**src/rtl/core/gst_pkg.sv**
```systemverilog
`default_nettype none
package gst_pkg;

  localparam int unsigned MAX_TOK = 3;

  localparam logic [7:0] CH_QMARK  = 8'h3F;
  localparam logic [7:0] CH_STAR   = 8'h2A;
  localparam logic [7:0] CH_LBRACK = 8'h5B;
  localparam logic [7:0] CH_BANG   = 8'h21;
  localparam logic [7:0] CH_CARET  = 8'h5E;
  localparam logic [7:0] CH_RBRACK = 8'h5D;
  localparam logic [7:0] CH_DASH   = 8'h2D;
  localparam logic [7:0] CH_BSLASH = 8'h5C;

  typedef enum logic [2:0] {
    TOK_LIT   = 3'd0,
    TOK_ANYC  = 3'd1,
    TOK_ANYS  = 3'd2,
    TOK_OPENW = 3'd3,
    TOK_OPENX = 3'd4,
    TOK_RANGE = 3'd5,
    TOK_CLOSE = 3'd6
  } kind_t;

  typedef enum logic [2:0] {
    MODE_NORMAL  = 3'd0,
    MODE_ESC     = 3'd1,
    MODE_OPENED  = 3'd2,
    MODE_NEGATED = 3'd3,
    MODE_BODY    = 3'd4,
    MODE_HELD    = 3'd5,
    MODE_DASH    = 3'd6
  } mode_t;

  typedef struct packed {
    kind_t      kind;
    logic [7:0] lo;
    logic [7:0] hi;
  } token_t;

  typedef struct packed {
    token_t [MAX_TOK-1:0] tok;
    logic   [1:0]         cnt;
  } bundle_t;

  typedef struct packed {
    logic full;
    logic empty;
  } qstat_t;

  function automatic bundle_t bundle_push(bundle_t b, kind_t k, logic [7:0] lo,
                                          logic [7:0] hi);
    bundle_t r;
    token_t  t;
    r      = b;
    t.kind = k;
    t.lo   = lo;
    t.hi   = hi;
    case (b.cnt)
      2'd0: begin
        r.tok[0] = t;
      end
      2'd1: begin
        r.tok[1] = t;
      end
      default: begin
        r.tok[2] = t;
      end
    endcase
    r.cnt = b.cnt + 2'd1;
    return r;
  endfunction

endpackage
`default_nettype wire

```
**src/rtl/core/glob_segment_tokenizer.sv**
```systemverilog
// Glob segment tokenizer.
// Input stream s_*: one pattern byte per word in s_tdata[7:0], s_tlast high on
// the final byte of a segment. Output stream m_*: one token per word, kind in
// m_tuser[2:0], range low in m_tdata[7:0], range high in m_tdata[15:8], and
// m_tlast high on the last token caused by an input byte. Bytes that cause no
// token produce no output word.
// A front stage decodes each byte into a group of zero to three tokens and
// writes the group into a two-entry queue; a back stage sends the group one
// token per cycle while m_tready is high.
// The first token of a byte is registered in the queue before it appears on
// m_*. Throughput: one byte per cycle while m_tready stays high and each byte
// yields at most one token; a multi-token byte holds the output until all are sent.
// When the receiver stalls, the queue fills and s_tready drops after two
// pending groups; nothing is dropped. Reset empties the queue and returns the
// parser to normal mode outside any class.
`default_nettype none
module glob_segment_tokenizer
  import gst_pkg::*;
(
  input  wire logic        clk,
  input  wire logic        rst,
  input  wire logic        s_tvalid,
  output logic             s_tready,
  input  wire logic [7:0]  s_tdata,   // [7:0] pattern_byte
  input  wire logic        s_tlast,
  output logic             m_tvalid,
  input  wire logic        m_tready,
  output logic [15:0]      m_tdata,   // [7:0] range_low, [15:8] range_high
  output logic [2:0]       m_tuser,   // [2:0] token_kind
  output logic             m_tlast
);

  qstat_t  qstat;
  logic    push;
  bundle_t push_data;
  logic    pop;
  bundle_t head;

  gst_front u_front (
    .clk       (clk),
    .rst       (rst),
    .s_tvalid  (s_tvalid),
    .s_tready  (s_tready),
    .s_tdata   (s_tdata),
    .s_tlast   (s_tlast),
    .qstat     (qstat),
    .push      (push),
    .push_data (push_data)
  );

  gst_queue u_queue (
    .clk       (clk),
    .rst       (rst),
    .push      (push),
    .push_data (push_data),
    .pop       (pop),
    .head      (head),
    .qstat     (qstat)
  );

  gst_back u_back (
    .clk      (clk),
    .rst      (rst),
    .head     (head),
    .qstat    (qstat),
    .pop      (pop),
    .m_tvalid (m_tvalid),
    .m_tready (m_tready),
    .m_tdata  (m_tdata),
    .m_tuser  (m_tuser),
    .m_tlast  (m_tlast)
  );

`ifndef SYNTH
  a_stall_has_output: assert property (@(posedge clk) disable iff (rst)
    !s_tready |-> m_tvalid)
    else $error("input stalled with no output pending");

  a_group_nonempty: assert property (@(posedge clk) disable iff (rst)
    m_tvalid |-> head.cnt != 2'd0)
    else $error("empty token group in queue");

  a_literal_single: assert property (@(posedge clk) disable iff (rst)
    m_tvalid && m_tuser == TOK_LIT |-> m_tdata[7:0] == m_tdata[15:8])
    else $error("literal token with differing bounds");

  a_pop_on_last: assert property (@(posedge clk) disable iff (rst)
    pop |-> m_tlast && m_tready && m_tvalid)
    else $error("group released before its last token");
`endif

endmodule
`default_nettype wire

```
**src/rtl/core/gst_front.sv**
```systemverilog
`default_nettype none
module gst_front
  import gst_pkg::*;
(
  input  wire logic       clk,
  input  wire logic       rst,
  input  wire logic       s_tvalid,
  output logic            s_tready,
  input  wire logic [7:0] s_tdata,   // [7:0] pattern_byte
  input  wire logic       s_tlast,
  input  wire qstat_t     qstat,
  output logic            push,
  output bundle_t         push_data
);

  mode_t      mode;
  mode_t      mode_next;
  logic [7:0] held;
  logic [7:0] held_next;
  logic       accept;
  logic       first;
  logic       body;
  logic [7:0] b;
  bundle_t    bnd;

  assign s_tready = !qstat.full;
  assign accept   = s_tvalid && s_tready;
  assign b        = s_tdata;

  always_comb begin
    bnd       = '0;
    mode_next = mode;
    held_next = held;
    first     = 1'b0;
    body      = 1'b0;

    case (mode)
      MODE_ESC: begin
        bnd       = bundle_push(bnd, TOK_LIT, b, b);
        mode_next = MODE_NORMAL;
      end
      MODE_OPENED: begin
        if (b == CH_BANG || b == CH_CARET) begin
          bnd       = bundle_push(bnd, TOK_OPENX, 8'h00, 8'h00);
          mode_next = MODE_NEGATED;
        end else begin
          bnd   = bundle_push(bnd, TOK_OPENW, 8'h00, 8'h00);
          first = 1'b1;
        end
      end
      MODE_NEGATED: begin
        first = 1'b1;
      end
      MODE_BODY: begin
        body = 1'b1;
      end
      MODE_HELD: begin
        if (b == CH_DASH) begin
          mode_next = MODE_DASH;
        end else begin
          bnd  = bundle_push(bnd, TOK_RANGE, held, held);
          body = 1'b1;
        end
      end
      MODE_DASH: begin
        if (b == CH_RBRACK) begin
          bnd       = bundle_push(bnd, TOK_RANGE, held, held);
          bnd       = bundle_push(bnd, TOK_RANGE, CH_DASH, CH_DASH);
          bnd       = bundle_push(bnd, TOK_CLOSE, 8'h00, 8'h00);
          mode_next = MODE_NORMAL;
        end else begin
          bnd       = bundle_push(bnd, TOK_RANGE, held, b);
          mode_next = MODE_BODY;
        end
      end
      default: begin
        mode_next = MODE_NORMAL;
        if (b == CH_QMARK) begin
          bnd = bundle_push(bnd, TOK_ANYC, 8'h00, 8'h00);
        end else if (b == CH_STAR) begin
          bnd = bundle_push(bnd, TOK_ANYS, 8'h00, 8'h00);
        end else if (b == CH_LBRACK) begin
          mode_next = MODE_OPENED;
        end else if (b == CH_BSLASH) begin
          mode_next = MODE_ESC;
        end else begin
          bnd = bundle_push(bnd, TOK_LIT, b, b);
        end
      end
    endcase

    if (first && b == CH_RBRACK) begin
      bnd       = bundle_push(bnd, TOK_RANGE, CH_RBRACK, CH_RBRACK);
      mode_next = MODE_BODY;
    end else if (first || body) begin
      if (b == CH_RBRACK) begin
        bnd       = bundle_push(bnd, TOK_CLOSE, 8'h00, 8'h00);
        mode_next = MODE_NORMAL;
      end else begin
        held_next = b;
        mode_next = MODE_HELD;
      end
    end

    if (s_tlast) begin
      case (mode_next)
        MODE_ESC: begin
          bnd = bundle_push(bnd, TOK_LIT, CH_BSLASH, CH_BSLASH);
        end
        MODE_OPENED: begin
          bnd = bundle_push(bnd, TOK_OPENW, 8'h00, 8'h00);
          bnd = bundle_push(bnd, TOK_CLOSE, 8'h00, 8'h00);
        end
        MODE_NEGATED, MODE_BODY: begin
          bnd = bundle_push(bnd, TOK_CLOSE, 8'h00, 8'h00);
        end
        MODE_HELD: begin
          bnd = bundle_push(bnd, TOK_RANGE, held_next, held_next);
          bnd = bundle_push(bnd, TOK_CLOSE, 8'h00, 8'h00);
        end
        MODE_DASH: begin
          bnd = bundle_push(bnd, TOK_RANGE, held_next, held_next);
          bnd = bundle_push(bnd, TOK_RANGE, CH_DASH, CH_DASH);
          bnd = bundle_push(bnd, TOK_CLOSE, 8'h00, 8'h00);
        end
        default: begin
        end
      endcase
      mode_next = MODE_NORMAL;
    end
  end

  assign push      = accept && (bnd.cnt != 2'd0);
  assign push_data = bnd;

  always_ff @(posedge clk) begin
    if (rst) begin
      mode <= MODE_NORMAL;
      held <= 8'h00;
    end else if (accept) begin
      mode <= mode_next;
      held <= held_next;
    end
  end

endmodule
`default_nettype wire

```
**src/rtl/core/gst_queue.sv**
```systemverilog
`default_nettype none
module gst_queue
  import gst_pkg::*;
(
  input  wire logic    clk,
  input  wire logic    rst,
  input  wire logic    push,
  input  wire bundle_t push_data,
  input  wire logic    pop,
  output bundle_t      head,
  output qstat_t       qstat
);

  bundle_t    mem [2];
  logic       wr_ptr;
  logic       rd_ptr;
  logic [1:0] count;

  assign head        = mem[rd_ptr];
  assign qstat.full  = (count == 2'd2);
  assign qstat.empty = (count == 2'd0);

  always_ff @(posedge clk) begin
    if (push) begin
      mem[wr_ptr] <= push_data;
    end
  end

  always_ff @(posedge clk) begin
    if (rst) begin
      wr_ptr <= 1'b0;
      rd_ptr <= 1'b0;
      count  <= 2'd0;
    end else begin
      if (push) begin
        wr_ptr <= !wr_ptr;
      end
      if (pop) begin
        rd_ptr <= !rd_ptr;
      end
      case ({push, pop})
        2'b10: begin
          count <= count + 2'd1;
        end
        2'b01: begin
          count <= count - 2'd1;
        end
        default: begin
          count <= count;
        end
      endcase
    end
  end

endmodule
`default_nettype wire

```
**src/rtl/core/gst_back.sv**
```systemverilog
`default_nettype none
module gst_back
  import gst_pkg::*;
(
  input  wire logic    clk,
  input  wire logic    rst,
  input  wire bundle_t head,
  input  wire qstat_t  qstat,
  output logic         pop,
  output logic         m_tvalid,
  input  wire logic    m_tready,
  output logic [15:0]  m_tdata,   // [7:0] range_low, [15:8] range_high
  output logic [2:0]   m_tuser,   // [2:0] token_kind
  output logic         m_tlast
);

  logic [1:0] idx;
  token_t     tok;
  logic       fire;

  always_comb begin
    case (idx)
      2'd0: begin
        tok = head.tok[0];
      end
      2'd1: begin
        tok = head.tok[1];
      end
      default: begin
        tok = head.tok[2];
      end
    endcase
  end

  assign m_tvalid = !qstat.empty;
  assign m_tdata  = {tok.hi, tok.lo};
  assign m_tuser  = tok.kind;
  assign m_tlast  = (idx == head.cnt - 2'd1);
  assign fire     = m_tvalid && m_tready;
  assign pop      = fire && m_tlast;

  always_ff @(posedge clk) begin
    if (rst) begin
      idx <= 2'd0;
    end else if (fire) begin
      idx <= m_tlast ? 2'd0 : idx + 2'd1;
    end
  end

endmodule
`default_nettype wire

```
**config.mk**
```make
export PLATFORM = sky130hd
export DESIGN_NAME = glob_segment_tokenizer
export DESIGN_NICKNAME = d
export VERILOG_FILES = /design/src/rtl/core/gst_pkg.sv /design/src/rtl/core/glob_segment_tokenizer.sv /design/src/rtl/core/gst_front.sv /design/src/rtl/core/gst_queue.sv /design/src/rtl/core/gst_back.sv
export SDC_FILE = /design/constraint.sdc
export NUM_CORES = 1
export LEC_CHECK = 0
export ABC_CLOCK_PERIOD_IN_PS = 6400
export BUFFER_PORTS_ARGS = -buffer_cell sky130_fd_sc_hd__buf_2
export CAP_MARGIN = 30
export CORE_UTILIZATION = 45
export DETAILED_ROUTE_END_ITERATION = 7
export PLACE_DENSITY_LB_ADDON = 0.08
export SLEW_MARGIN = 20
export SYNTH_ARGS = -nofsm -noshare
export SYNTH_HDL_FRONTEND = slang
export SYNTH_SLANG_ARGS = --single-unit
export TNS_END_PERCENT = 20
```
**constraint.sdc**
```tcl
create_clock -name clk -period 6.4 [get_ports clk]
set_input_delay 0.32 -clock clk [delete_from_list [all_inputs] [get_ports clk]]
set_output_delay 0.32 -clock clk [all_outputs]
set_load 0.05 [all_outputs]
```
---- Yosys cells after proc, flatten, opt, wreduce, memory -nomap -nowiden ----
Memories as Yosys holds them, arrays and structs flattened. A register that Yosys moved wholly into a read port is not among the register bits.
Cells that the tools add are included.
storage, ports and cells
  bits in writable memories ............... 118
  output and inout port bits .............. 22
  memories ................................ 1
  bits in registers ....................... 17
  bits of input ports ..................... 13
  logic and storage cells ................. 138
cells by class
  reduce and logical (&&, ||, !) cells .... 25
  add/sub/neg operators ................... 8
  equal/unequal tests ..................... 29
  multiplexer cells ....................... 69
memories
  memory       words  width  rd ports  clocked after Yosys merged registers in  wr ports  RTL line         RTL
  u_queue.mem  2      59     1         1                                        1         gst_queue.sv:14  bundle_t mem [2];
operators by type and width
  operator               number
  $pmux W59 S5           2
  $mux W19               30
  $mux W59               8
  $mux W21               2
  $pmux W19 S2           1
  $eq A8 B6 Y1 const B   4
  $eq A8 B7 Y1 const B   4
  $mux W3                10
  $mux W8                3
  $eq A3 B3 Y1 const B   6
  $mux W18               1
  $pmux W3 S5            1
  $add A2 B1 Y2 const B  6
  $eq A2 B1 Y1 const B   6
  $eq A3 B2 Y1 const B   4
  $logic_not A2 Y1       6
  $reduce_or A2 Y1       6
  $mux W1                7
  $eq A3 B1 Y1 const B   2
  $logic_and A1 B1 Y1    5
  $eq A2 B2 Y1 const B   2
  $logic_not A1 Y1       4
  $pmux W1 S2            2
  $pmux W2 S2            1
  other kinds (5)        8

---- Longest topological paths before layout ----
Gate-level depths: netlist (run 1).
  word-level depth ........................ 23
  mapped depth ............................ 20

---- Modules after synthesis ----
Synthesis (run 1) repeated with hierarchy kept, for this count alone.
unflattened totals
  cells, all modules ...................... 759
  area, all modules ....................... 7998.9 µm²
modules (own cells, without submodules)
  module     seq. area each (µm²)  area an instance (µm²)  cells each  instances
  gst_queue  3643.5                4460.5                  206         1
  gst_front  220.2                 3049.2                  471         1
  gst_back   40.0                  489.2                   82          1

---- Least setup slack after synthesis (run 1) ----
OpenSTA, ideal clock, no wires.
  kind .................................... register to register
  start ................................... register u_front.mode[2]
  end ..................................... memory u_queue.mem[0][0] in the netlist's numbering, enable pin
  slack ................................... 1.137 ns
  cell stages (with the launch flop) ...... 17
  data arrival time ....................... 4.819 ns
  buffers on the path ..................... 3
  period minus slack after synthesis ...... 5.263 ns
  cells stage by stage .................... dfxtp_1 buf_2 clkbuf_1 nand2_1 nor2_1 clkbuf_1 nand2_1 ha_1 o21ai_0 a21oi_1 inv_1 ha_1 nor2_1 o211a_1 o22ai_2 o21bai_1 nor2_1
RTL lines
  what                    RTL line          RTL
  start, declared         gst_front.sv:16   mode_t mode;
  start signal, assigned  gst_front.sv:141  mode <= mode_next;
  end, declared           gst_queue.sv:14

==> summary.md, run 1 <==
| Metric | Value |
|---|---|
| Status | finished, final reports clean |
| Post-Synthesis Cells | ~660 |
| Crit share post-route | between 80% and 90% |
| Via density | a little over 6 |
| Leak pwr | approximately 2.5 nW |
| Pins Over Slew Limit | 0 |
| Placer Congestion | 0.932 |
| Root Buffer | clkbuf_16 |
| Synth Register Bits | between 100 and 150 |
| Drt wl/cell | 21.4 um |
| # DRC | 0 |
| Pwr/cell area | ~300 nW/um2 |
| Synthesized net count | 685 |
| Core Area | around 14,000 um2 |
| Hold Buf Count CTS | 0 |
| CP Data Arrival Time | between 5 and 6 ns |
| Prevailing post-synth register cell | edfxtp_1 |
| Mapped Area | 6410 um2 |
| WS Path Type | reg2reg |
| DR pass1 iterations | 5 |
| Ant. Diodes | 0 |
| Post-cts gate resize count | 0 |
| Unrepaired setup endpoints after global routing | false |
| Full die area | between 10,000 and 15,000 um2 |
| Cell with the most instances after synthesis | edfxtp_1 |
| Layout cells sized above 1 | 18.8% |
| Die Y | roughly 120 um |
| Register area share after synthesis | between 40% and 50% |
| Synth area leader | edfxtp_1 |
| Global-route wire length before repair | approximately 28,000 um |
| Total of max-cap violations | 0 |
| Nets | ~700 |
| Post-DP HPWL | approximately 14,000 um |
| Setup violators final | 0 |
| Worst min path class | in2reg |
| Antenna viol nets, final | 0 |
| CTS tree | yes |
| EDFF count, synth | 86 |
| Number of I/O pins | 35 |
| Max Root-Sink Buffers | 2 |
| Largest net degree at the start of global routing | 41 |
| Width of the die | around 120 um |
| Final hold viol count | 0 |
| Clk_skew | around 0.010 ns |
| Mapped Avg Cell Area | ~9.7 um2 |
| Num CTS Buffers | 9 |
| Top cells by count, synth | edfxtp_1, nand2_1, nor2_1, a21oi_1, o21ai_0 |
| Area grow syn2layout | 9.04% |
| YS warnings | 0 |
| Minimum clock period after layout | between 5 and 6 ns |
| Worst-path clk slew | approximately 0.08 ns |
| Worst slew pin tran | about 0.77 ns |
| Post-synthesis cell type count | just over 80 |
| CP Launch Type | flip-flop |
| Pwr Total | approximately 2.1 mW |
| Synth top area cells | edfxtp_1, mux2_2, dfxtp_1 |
| Total number of vias | around 5,300 |
| Slew HR | between 40% and 50% |
| Vias in the first global route | between 4,000 and 5,000 |
| Iteration-0 DRC Markers | 540 |
| CP max FO | 28 |
| Rows | 43 |
| Worst IR Drop VDD | roughly 0.00013 V |
| Initial Util | between 40% and 50% |
| Synth async-reset ratio | 0% |
| Synth top area share | between 40% and 50% |
| Setup Fix Bufs, Post-CTS | 0 |
| # clock sinks | ~100 |
| Tot GR Track Use | about 26% |
| Data required time of the critical path | 6.41 ns |
| Worst Setup End Kind | flip-flop |
| DRT Wirelength | between 15,000 and 20,000 um |
| Initial antenna violation count | 0 |
| CTS H-tree depth | 3 |
| Total Neg Setup Slack | 0 ns |
| Port bufs | 34 |
| Grt ovf | 0 |
| Max Fclk | about 190 MHz |
| Worst-Skew Late Latency | ~0.35 ns |
==> state kept, by name (all words and copies together), names as in the netlist, named ones only <==
register / flops
u_queue.mem: 86
u_queue.count: 2
u_back.idx: 2
u_front.mode: 3
u_queue.wr_ptr: 1
u_queue.rd_ptr: 1
u_front.held: 8
==> layout by cell type, fill, tap and decap left out, types with 5 or more instances in the layout <==
cell type and n:
a31oi_1 12, mux2_2 34, nor2_1 67, buf_4 9
inv_1 16, and3_1 5, dfxtp_1 17, nor3_1 16
clkbuf_16 9, o22ai_1 9, nand2b_1 7, edfxtp_1 86
nand2_1 73, a21o_1 13, a22o_1 15, a21oi_1 54
a22oi_1 16, ha_1 10, and2_1 6, o21ai_1 9
a211oi_1 6, nand3_1 11, nor2b_1 5, buf_2 35
o21ai_0 38
==> through the flow <==
stage	area [um2]	hold slack, ns	setup slack [ns]	utilization, %	std cells
detailed placement	6690	0.480	1.21	48.2	841
floorplan	6410	0.454	1.14	-	662
finish	6990	0.293	1.13	50.4	857
global route	6990	0.295	0.711	50.4	857
global placement	6690	0.467	1.36	48.2	840
CTS	6990	0.279	1.19	50.4	857
==> logic make-up after synthesis <==
group,share of synthesized area [%]
flops,45.9
mux,6.44
simple gates,16.7
compound gates,23.7
buf+inv,4.12
fa+ha+maj,1.95
xor+xnor,1.19
==> final timing paths <==
kind                   start                 end  slack (ns)  depth (start not counted)
max          u_front.mode[2]  u_queue.mem[1][57]        1.13                         14
min                 s_tvalid     u_front.held[7]        0.29                          3
max reg2reg  u_front.mode[2]  u_queue.mem[1][57]        1.13                         14
min reg2reg    u_back.idx[1]       u_back.idx[1]        0.50                          2
==> power breakdown <==
group	switching (mW)	leakage (nW)	internal (mW)
registers	0.0263	0.963	0.828
logic	0.491	1.42	0.198
clock network	0.266	0.147	0.276
==> worst max-delay path, cell delays in order (launching register included) <==
cell	delay [ns]
dfxtp_1	0.74
nand2_1	0.19
nor2_1	0.58
nand2_1	0.32
ha_1	0.36
o21ai_0	0.08
a21oi_1	0.30
inv_1	0.14
ha_1	0.53
nor2_1	0.09
o211a_1	0.14
o22ai_2	0.31
o21bai_1	0.23
nor2_4	0.43
buf_4	0.45
==> layout make-up <==
| class | instances | area (um2) |
|---|---|---|
| inverters | 16 | 60.1 |
| clock buffers | 9 | 225 |
| fillers | 1338 | 6890 |
| multi-input cells | 497 | 3220 |
| flip-flops and latches | 104 | 2940 |
| clock inverters | 7 | 73.8 |
| well taps | 180 | 225 |
| repair buffers | 44 | 243 |
==> layer usage <==
| metal | up-vias | GRT usage [%] | part of all wire (%) |
|---|---|---|---|
| li1 | 2508 | - | - |
| met5 | - | 0 | 0 |
| met2 | 162 | 42.3 | 48 |
| met3 | 31 | 4.70 | 4.7 |
| met1 | 2572 | 33.8 | 45 |
| met4 | 0 | 8.33 | 2.2 |
No activity file was read; power rests on OpenSTA's default activity.
==> run 2: changes to the inputs <==
--- a/config.mk
+++ b/config.mk
@@ -5,7 +5,7 @@
 export SDC_FILE = /design/constraint.sdc
 export NUM_CORES = 1
 export LEC_CHECK = 0
-export ABC_CLOCK_PERIOD_IN_PS = 6400
+export ABC_CLOCK_PERIOD_IN_PS = 5500
 export BUFFER_PORTS_ARGS = -buffer_cell sky130_fd_sc_hd__buf_2
 export CAP_MARGIN = 30
 export CORE_UTILIZATION = 45
==> constraint.sdc (replaced) <==
create_clock -name clk -period 5.5 [get_ports clk]
set_input_delay 0.275 -clock clk [delete_from_list [all_inputs] [get_ports clk]]
set_output_delay 0.275 -clock clk [all_outputs]
set_load 0.05 [all_outputs]
==> summary.md, run 2 (same netlist as run 1, synthesis figures left out) <==
| Metric | Value |
|---|---|
| Total number of vias | 5,261 (was 5,273) |
| Slew HR | 43.6% (was 48.5%) |
| Nets | 699 (was 695) |
| PnR worst setup slack | 0.657 ns (was 1.13 ns) |
| Total Neg Setup Slack | 0 ns (unchanged) |
| R2R setup slack | 0.66 ns (was 1.13 ns) |
| Dpl cells | 844 (was 841) |
| Crit share post-route | 88.1% (was 82.3%) |
| Worst IR Drop VDD | 0.000142 V (was 0.000130 V) |
| Largest registers | u_queue.mem (86), u_front.held (8), u_front.mode (3) (unchanged) |
| DR pass1 iterations | 6 (was 5) |
| DRT Wirelength | 17,900 um (was 18,300 um) |
| CTS tree | yes (unchanged) |
| Total of max-cap violations | 0 (unchanged) |
| Unrepaired setup endpoints after global routing | false (unchanged) |
| Status | finished, final reports clean (unchanged) |
| Setup violators final | 0 (unchanged) |
| Pins Over Slew Limit | 0 (unchanged) |
| Layout cells sized above 1 | 18.9% (was 18.8%) |
| Largest register FFs | 86 (unchanged) |
| Design area | 7050 um2 (was 6990 um2) |
| Initial antenna violation count | 0 (unchanged) |
| Number of I/O pins | 35 (unchanged) |
| Port bufs | 34 (unchanged) |
| Data required time of the critical path | 5.78 ns (was 6.41 ns) |
| Placement Cell Area | 6740 um2 (was 6690 um2) |
| Final hold viol count | 0 (unchanged) |
| Reg with most FFs | u_queue.mem (unchanged) |
| Iteration-0 DRC Markers | 607 (was 540) |
| Commonest non-fill, non-tap cells in the layout | edfxtp_1, nand2_1, nor2_1 (unchanged) |
| Placer Congestion | 0.963 (was 0.932) |
| Clk_skew | 0.0131 ns (was 0.0103 ns) |
| Setup Fix Bufs, Post-CTS | 0 (unchanged) |
| Worst slew pin tran | 0.845 ns (was 0.771 ns) |
| WS Path Type | reg2reg (unchanged) |
| Worst Setup End Kind | flip-flop (unchanged) |
| Max Root-Sink Buffers | 2 (unchanged) |
| Num CTS Buffers | 9 (unchanged) |
| Via density | 6.11 (was 6.15) |
| CTS H-tree depth | 3 (unchanged) |
| Area grow syn2layout | 10.1% (was 9.04%) |
| Full die area | 14,700 um2 (unchanged) |
| Worst-Skew Late Latency | 0.35 ns (about the same) |
| Pwr/cell area | 349 nW/um2 (was 299 nW/um2) |
| Non-filler cells, final | 861 (was 857) |
| Minimum clock period after layout | 4.84 ns (was 5.27 ns) |
| # clock sinks | 104 (unchanged) |
| Global-route wire length before repair | 27,500 um (was 27,900 um) |
| Leak pwr | 2.56 nW (was 2.53 nW) |
| Worst path max stage delay | 0.87 ns (was 0.74 ns) |
| Max Fclk | 206 MHz (was 190 MHz) |
| CP Launch Type | flip-flop (unchanged) |
| Layout Utilization | 50.8% (was 50.4%) |
| Width of the die | 121 um (unchanged) |
| Pwr Total | 2.46 mW (was 2.09 mW) |
| Initial Util | 46.2% (unchanged) |
| Vias in the first global route | 4,849 (was 4,863) |
| Place WS | 0.809 ns (was 1.21 ns) |
| Fill cell count | 1,335 (was 1,338) |
| Worst-path clk slew | 0.07 ns (was 0.08 ns) |
| Root Buffer | clkbuf_16 (unchanged) |
| Largest net degree at the start of global routing | 44 (was 41) |
| CP Data Arrival Time | 5.13 ns (was 5.28 ns) |
| # DRC | 0 (unchanged) |
| Drt wl/cell | 20.7 um (was 21.4 um) |
| Slowest CP cell | dfxtp_1 (unchanged) |
| Tot GR Track Use | 25.0% (was 25.6%) |
| Post-DP HPWL | 12,800 um (was 13,500 um) |
| Rows | 43 (unchanged) |
| Grt ovf | 0 (unchanged) |
| Antenna viol nets, final | 0 (unchanged) |
| Most common cell after layout, fill and taps aside | edfxtp_1 (unchanged) |
| Hold Buf Count CTS | 0 (unchanged) |
| Ant. Diodes | 0 (unchanged) |
| CP Cell Sequence | nand2_1 > nor2_1 > buf_4 > nand2_1 > ha_1 > o21ai_0 > a21oi_1 > inv_1 > ha_1 > nand2_1 > o21ai_1 > o22ai_2 > o21bai_1 > ha_1 > or3_1 > a21oi_1 (was nand2_1 > nor2_1 > nand2_1 > ha_1 > o21ai_0 > a21oi_1 > inv_1 > ha_1 > nor2_1 > o211a_1 > o22ai_2 > o21bai_1 > nor2_4 > buf_4) |
| Post-Route Hold Slack | 0.222 ns (was 0.293 ns) |
| Post-cts gate resize count | 0 (unchanged) |
| Top delay family on crit path | compound AO/OA/AOI/OAI gates (was simple AND/OR/NAND/NOR gates) |
| CP bufs+invs | 2 (unchanged) |
| Worst min path class | in2reg (unchanged) |
| Die Y | 121 um (unchanged) |
| Core Area | 13,900 um2 (unchanged) |
| CP max FO | 26 (was 28) |
-- run 2: cell count changes in the layout (fill, tap and decap cells not counted), sizes merged --
cell,delta
buf,+4
bufinv,+1
clkbuf,+1
clkinv,-2
-- run 2: per-layer routing --
layer  global-route usage [%]  part of all wire (%)  wire length, um  vias to the layer above
li1                         -                     -                -                     2514
met1                     34.8                    46             8230                     2545
met3                     3.67                   5.3              948                       19
met2                     40.4                    47             8400                      183
met4                     6.71                   1.6              277                        0
met5                        0                     0                0                        -
-- run 2: cell type report --
type / count / area [um2] / share of cell area [%]
multi-input cells: 497 / 3220 / 45.6
flip-flops and latches: 104 / 2940 / 41.7
repair buffers: 48 / 313 / 4.43
clock buffers: 10 / 229 / 3.25
well taps: 180 / 225 / 3.19
clock inverters: 6 / 65.1 / 0.922
inverters: 16 / 60.1 / 0.851
-- run 2: worst reg2reg max path, cell delays in order, from the launching register on --
cell and delay, ns:
dfxtp_1 0.87, nand2_1 0.19, nor2_1 0.13, buf_4 0.18, nand2_1 0.17, ha_1 0.34, o21ai_0 0.07, a21oi_1 0.34
inv_1 0.15, ha_1 0.57, nand2_1 0.09, o21ai_1 0.18, o22ai_2 0.16, o21bai_1 0.45, ha_1 0.36, or3_1 0.37
a21oi_1 0.14
-- run 2: where the power goes --
part	total, mW	switching (mW)	leakage [nW]	internal, mW
clock network	0.646	0.290	0.145	0.356
registers	1.00	0.0385	0.964	0.964
logic	0.814	0.570	1.45	0.244
total	2.46	0.899	2.56	1.56
-- run 2: worst paths after layout --
check / startpoint / to / cells past startpoint
min: s_tvalid / u_front.held[7] / 3
max reg2reg: u_front.mode[1] / u_queue.count[1] / 16
max: u_front.mode[1] / u_queue.count[1] / 16
min reg2reg: u_back.idx[1] / u_back.idx[1] / 2
==> run 3: changes to the inputs <==
--- a/config.mk
+++ b/config.mk
@@ -9,10 +9,13 @@
 export BUFFER_PORTS_ARGS = -buffer_cell sky130_fd_sc_hd__buf_2
 export CAP_MARGIN = 30
 export CORE_UTILIZATION = 45
+export CTS_BUF_LIST = sky130_fd_sc_hd__clkbuf_8
+export CTS_CLUSTER_DIAMETER = 50
 export DETAILED_ROUTE_END_ITERATION = 7
 export PLACE_DENSITY_LB_ADDON = 0.08
 export SLEW_MARGIN = 20
 export SYNTH_ARGS = -nofsm -noshare
 export SYNTH_HDL_FRONTEND = slang
+export SYNTH_HIERARCHICAL = 1
 export SYNTH_SLANG_ARGS = --single-unit
 export TNS_END_PERCENT = 20
==> summary.md, run 3 <==
| Metric | Value |
|---|---|
| Nets | 792 (was 699) |
| Crit share post-route | 89.3% (was 88.1%) |
| Synth top area cells | edfxtp_1, mux2_2, dfxtp_1 (unchanged) |
| PnR worst setup slack | 0.591 ns (was 0.657 ns) |
| Minimum clock period after layout | 4.91 ns (was 4.84 ns) |
| Total of max-cap violations | 0 (unchanged) |
| Vias in the first global route | 5,943 (was 4,849) |
| Synth Register Bits | 136 (was 104) |
| Number of I/O pins | 35 (unchanged) |
| Synth area leader | edfxtp_1 (unchanged) |
| Die Y | 135 um (was 121 um) |
| CP bufs+invs | 2 (unchanged) |
| Synth top area share | 44.3% (was 40.3%) |
| Worst IR Drop VDD | 0.000276 V (was 0.000142 V) |
| Hold Buf Count CTS | 0 (unchanged) |
| Post-Synthesis Cells | 759 (was 662) |
| Global-route wire length before repair | 36,500 um (was 27,500 um) |
| Cell with the most instances after synthesis | edfxtp_1 (unchanged) |
| Layout cells sized above 1 | 23.5% (was 18.9%) |
| Largest net degree at the start of global routing | 60 (was 44) |
| Worst slew pin tran | 0.944 ns (was 0.845 ns) |
| Reg with most FFs | u_queue/mem (was u_queue.mem) |
| Full die area | 18,300 um2 (was 14,700 um2) |
| Worst Setup End Kind | flip-flop (unchanged) |
| Fill cell count | 1,587 (was 1,335) |
| Worst-path clk slew | 0.09 ns (was 0.07 ns) |
| Setup violators final | 0 (unchanged) |
| Tot GR Track Use | 27.4% (was 25.0%) |
| Synth async-reset ratio | 0% (unchanged) |
| Worst-Skew Late Latency | 0.46 ns (was 0.35 ns) |
| WHS Path Cells | 2 (was 3) |
| Min-delay src | rst (was s_tvalid) |
| Mapped Avg Cell Area | 10.5 um2 (was 9.68 um2) |
| Comb pwr share | 31.0% (was 33.0%) |
| CTS tree | yes (unchanged) |
| Top delay family on crit path | compound AO/OA/AOI/OAI gates (unchanged) |
| Synthesized net count | 782 (was 685) |
| Status | finished, final reports clean (unchanged) |
| Total number of vias | 6,278 (was 5,261) |
| Iteration-0 DRC Markers | 877 (was 607) |
| Post-cts gate resize count | 0 (unchanged) |
| Min-Delay Endpoint | u_front/held[6] (was u_front.held[7]) |
| Post-DP HPWL | 17,500 um (was 12,800 um) |
| DR pass1 iterations | 5 (was 6) |
| Grt ovf | 0 (unchanged) |
| Slowest CP cell | dfxtp_1 (unchanged) |
| Prevailing post-synth register cell | edfxtp_1 (unchanged) |
| Area grow syn2layout | 8.74% (was 10.1%) |
| Core Area | 17,400 um2 (was 13,900 um2) |
| Total Neg Setup Slack | 0 ns (unchanged) |
| CP max FO | 21 (was 26) |
| Max Fclk | 204 MHz (was 206 MHz) |
| Place WS | 0.704 ns (was 0.809 ns) |
| R2R depth | 14 (was 16) |
| Initial antenna violation count | 0 (unchanged) |
| Commonest non-fill, non-tap cells in the layout | edfxtp_1, nand2_1, mux2_2 (was edfxtp_1, nand2_1, nor2_1) |
| Width of the die | 135 um (was 121 um) |
| NetSw | 1.15 mW (was 0.899 mW) |
| Worst R2R Start | u_front/mode[1] (was u_front.mode[1]) |
| Flop pwr share | 43.1% (was 40.7%) |
| Largest registers | u_queue/mem (118), u_front/held (8), u_front/mode (3) (was u_queue.mem (86), u_front.held (8), u_front.mode (3)) |
| Via density | 6.23 (was 6.11) |
| Rows | 48 (was 43) |
| Setup Fix Bufs, Post-CTS | 0 (unchanged) |
| DRT Wirelength | 24,200 um (was 17,900 um) |
| Register area share after synthesis | 48.8% (was 45.9%) |
| Pins Over Slew Limit | 0 (unchanged) |
| CP Data Arrival Time | 5.08 ns (was 5.13 ns) |
| Largest register FFs | 118 (was 86) |
| Slew HR | 37.0% (was 43.6%) |
| Worst R2R End | u_queue/mem[0][8] (was u_queue.count[1]) |
| # DRC | 0 (unchanged) |
| R2R setup slack | 0.59 ns (was 0.66 ns) |
| Top cells by count, synth | edfxtp_1, nand2_1, mux2_2, nor2_1, a21oi_1 (was edfxtp_1, nand2_1, nor2_1, a21oi_1, o21ai_0) |
| Clk_skew | 0.0156 ns (was 0.0131 ns) |
| Worst min path class | in2reg (unchanged) |
| Leak pwr | 3.10 nW (was 2.56 nW) |
| Pwr/cell area | 354 nW/um2 (was 349 nW/um2) |
| Int Power | 1.93 mW (was 1.56 mW) |
| Port bufs | 34 (unchanged) |
| Most common cell after layout, fill and taps aside | edfxtp_1 (unchanged) |
| CP Launch Type | flip-flop (unchanged) |
| Unrepaired setup endpoints after global routing | false (unchanged) |
| Root Buffer | clkbuf_8 (was clkbuf_16) |
| # clock sinks | 136 (was 104) |
| Final hold viol count | 0 (unchanged) |
| Max Root-Sink Buffers | 2 (unchanged) |
| Drt wl/cell | 24.0 um (was 20.7 um) |
| Antenna viol nets, final | 0 (unchanged) |
| Num CTS Buffers | 17 (was 9) |
| Mapped Area | 8000 um2 (was 6410 um2) |
| CP Cell Sequence | and3b_1 > and3_1 > inv_1 > ha_1 > o21ai_0 > inv_1 > ha_1 > o21ba_2 > nand4_1 > a21oi_2 > a31oi_1 > o211ai_2 > o2bb2ai_1 > o21ai_0 (was nand2_1 > nor2_1 > buf_4 > nand2_1 > ha_1 > o21ai_0 > a21oi_1 > inv_1 > ha_1 > nand2_1 > o21ai_1 > o22ai_2 > o21bai_1 > ha_1 > or3_1 > a21oi_1) |
| WS Path Type | reg2reg (unchanged) |
| Ant. Diodes | 0 (unchanged) |
| Post-synthesis cell type count | 90 (was 82) |
| Data required time of the critical path | 5.68 ns (was 5.78 ns) |
| YS warnings | 6 (was 0) |
| CTS H-tree depth | 4 (was 3) |
| Sw Share | 37.3% (was 36.5%) |
| Placer Congestion | 0.979 (was 0.963) |
| EDFF count, synth | 118 (was 86) |
| Clk pwr share | 25.9% (was 26.2%) |
| Pwr Total | 3.08 mW (was 2.46 mW) |
| Initial Util | 46.1% (was 46.2%) |
| Worst path max stage delay | 0.82 ns (was 0.87 ns) |
run 3: cell count changes after synthesis, sizes merged, moves of 9 or more:
cell / change
buf: +20
mux2: +25
inv: +11
a22oi: +11
a21oi: -9
nand3: +9
o21ai: -12
edfxtp: +32
a22o: -14
nor2: -24
run 3: layout make-up:
type                    count  area (um2)  share of cell area [%]
flip-flops and latches    136        3910                    44.9
multi-input cells         529        3640                    41.8
repair buffers             58         388                    4.46
well taps                 225         282                    3.24
clock buffers              17         234                    2.69
clock inverters            15         151                    1.74
inverters                  27         101                    1.17
run 3: how the worst max path moves through the flow:
| stage | startpoint | endpoint | cells past startpoint |
|---|---|---|---|
| 4_1_cts | u_front/mode[1] | u_queue/mem[0][8] | 14 |
| 3_3_place_gp | u_front/mode[1] | u_queue/mem[0][8] | 14 |
| 6_report | u_front/mode[1] | u_queue/mem[0][8] | 14 |
| 2_1_floorplan | s_tdata[2] | u_queue/mem[0][0] | 16 |
| 5_1_grt | u_front/mode[1] | u_queue/mem[0][8] | 14 |
| 3_5_place_dp | u_front/mode[1] | u_queue/mem[0][8] | 14 |
run 3: through the flow:
| step | cell area (um2) | utilization (%) | cells | hold slack, ns |
|---|---|---|---|---|
| global placement | 8310 | 47.9 | 975 | 0.496 |
| floorplan | 8000 | - | 759 | 0.344 |
| detailed placement | 8310 | 47.9 | 975 | 0.499 |
| CTS | 8700 | 50.1 | 1007 | 0.166 |
| global route | 8700 | 50.1 | 1007 | 0.180 |
| finish | 8700 | 50.1 | 1007 | 0.182 |
run 3: worst reg2reg max path, cell delays in order, from the launching register on:
cell	delay [ns]
dfxtp_1	0.82
and3b_1	0.59
and3_1	0.40
inv_1	0.22
ha_1	0.32
o21ai_0	0.38
inv_1	0.15
ha_1	0.23
o21ba_2	0.23
nand4_1	0.10
a21oi_2	0.09
a31oi_1	0.50
o211ai_2	0.25
o2bb2ai_1	0.21
o21ai_0	0.14
run 3: routing by layer:
metal  part of all wire (%)  GRT usage [%]
met5                      0              0
met3                    6.3           4.71
met1                     44           36.9
met2                     46           43.3
met4                    4.0           12.0
run 3: cells by family (layout without fill, tap and decap cells):
| family | count (synthesis) | after routing | share of synthesized area, % |
|---|---|---|---|
| AOI/OAI and AO/OA | 228 | 228 | 20.5 |
| xor gates and xnor gates | 8 | 8 | 0.970 |
| adders and majority gates | 10 | 10 | 1.56 |
| buffers and inverters | 94 | 117 | 5.83 |
| DFF | 136 | 136 | 48.8 |
| muxes | 60 | 60 | 8.48 |
| and+or+nand+nor | 223 | 223 | 13.9 |
run 3: power groups by stage:
stage	Clock, mW	Combinational [mW]	Sequential (mW)
2_1_floorplan	0	0.736	1.34
3_3_place_gp	0	0.960	1.35
3_5_place_dp	0	0.967	1.35
4_1_cts	0.820	0.971	1.33
5_1_grt	0.860	1.03	1.34
6_report	0.798	0.956	1.33
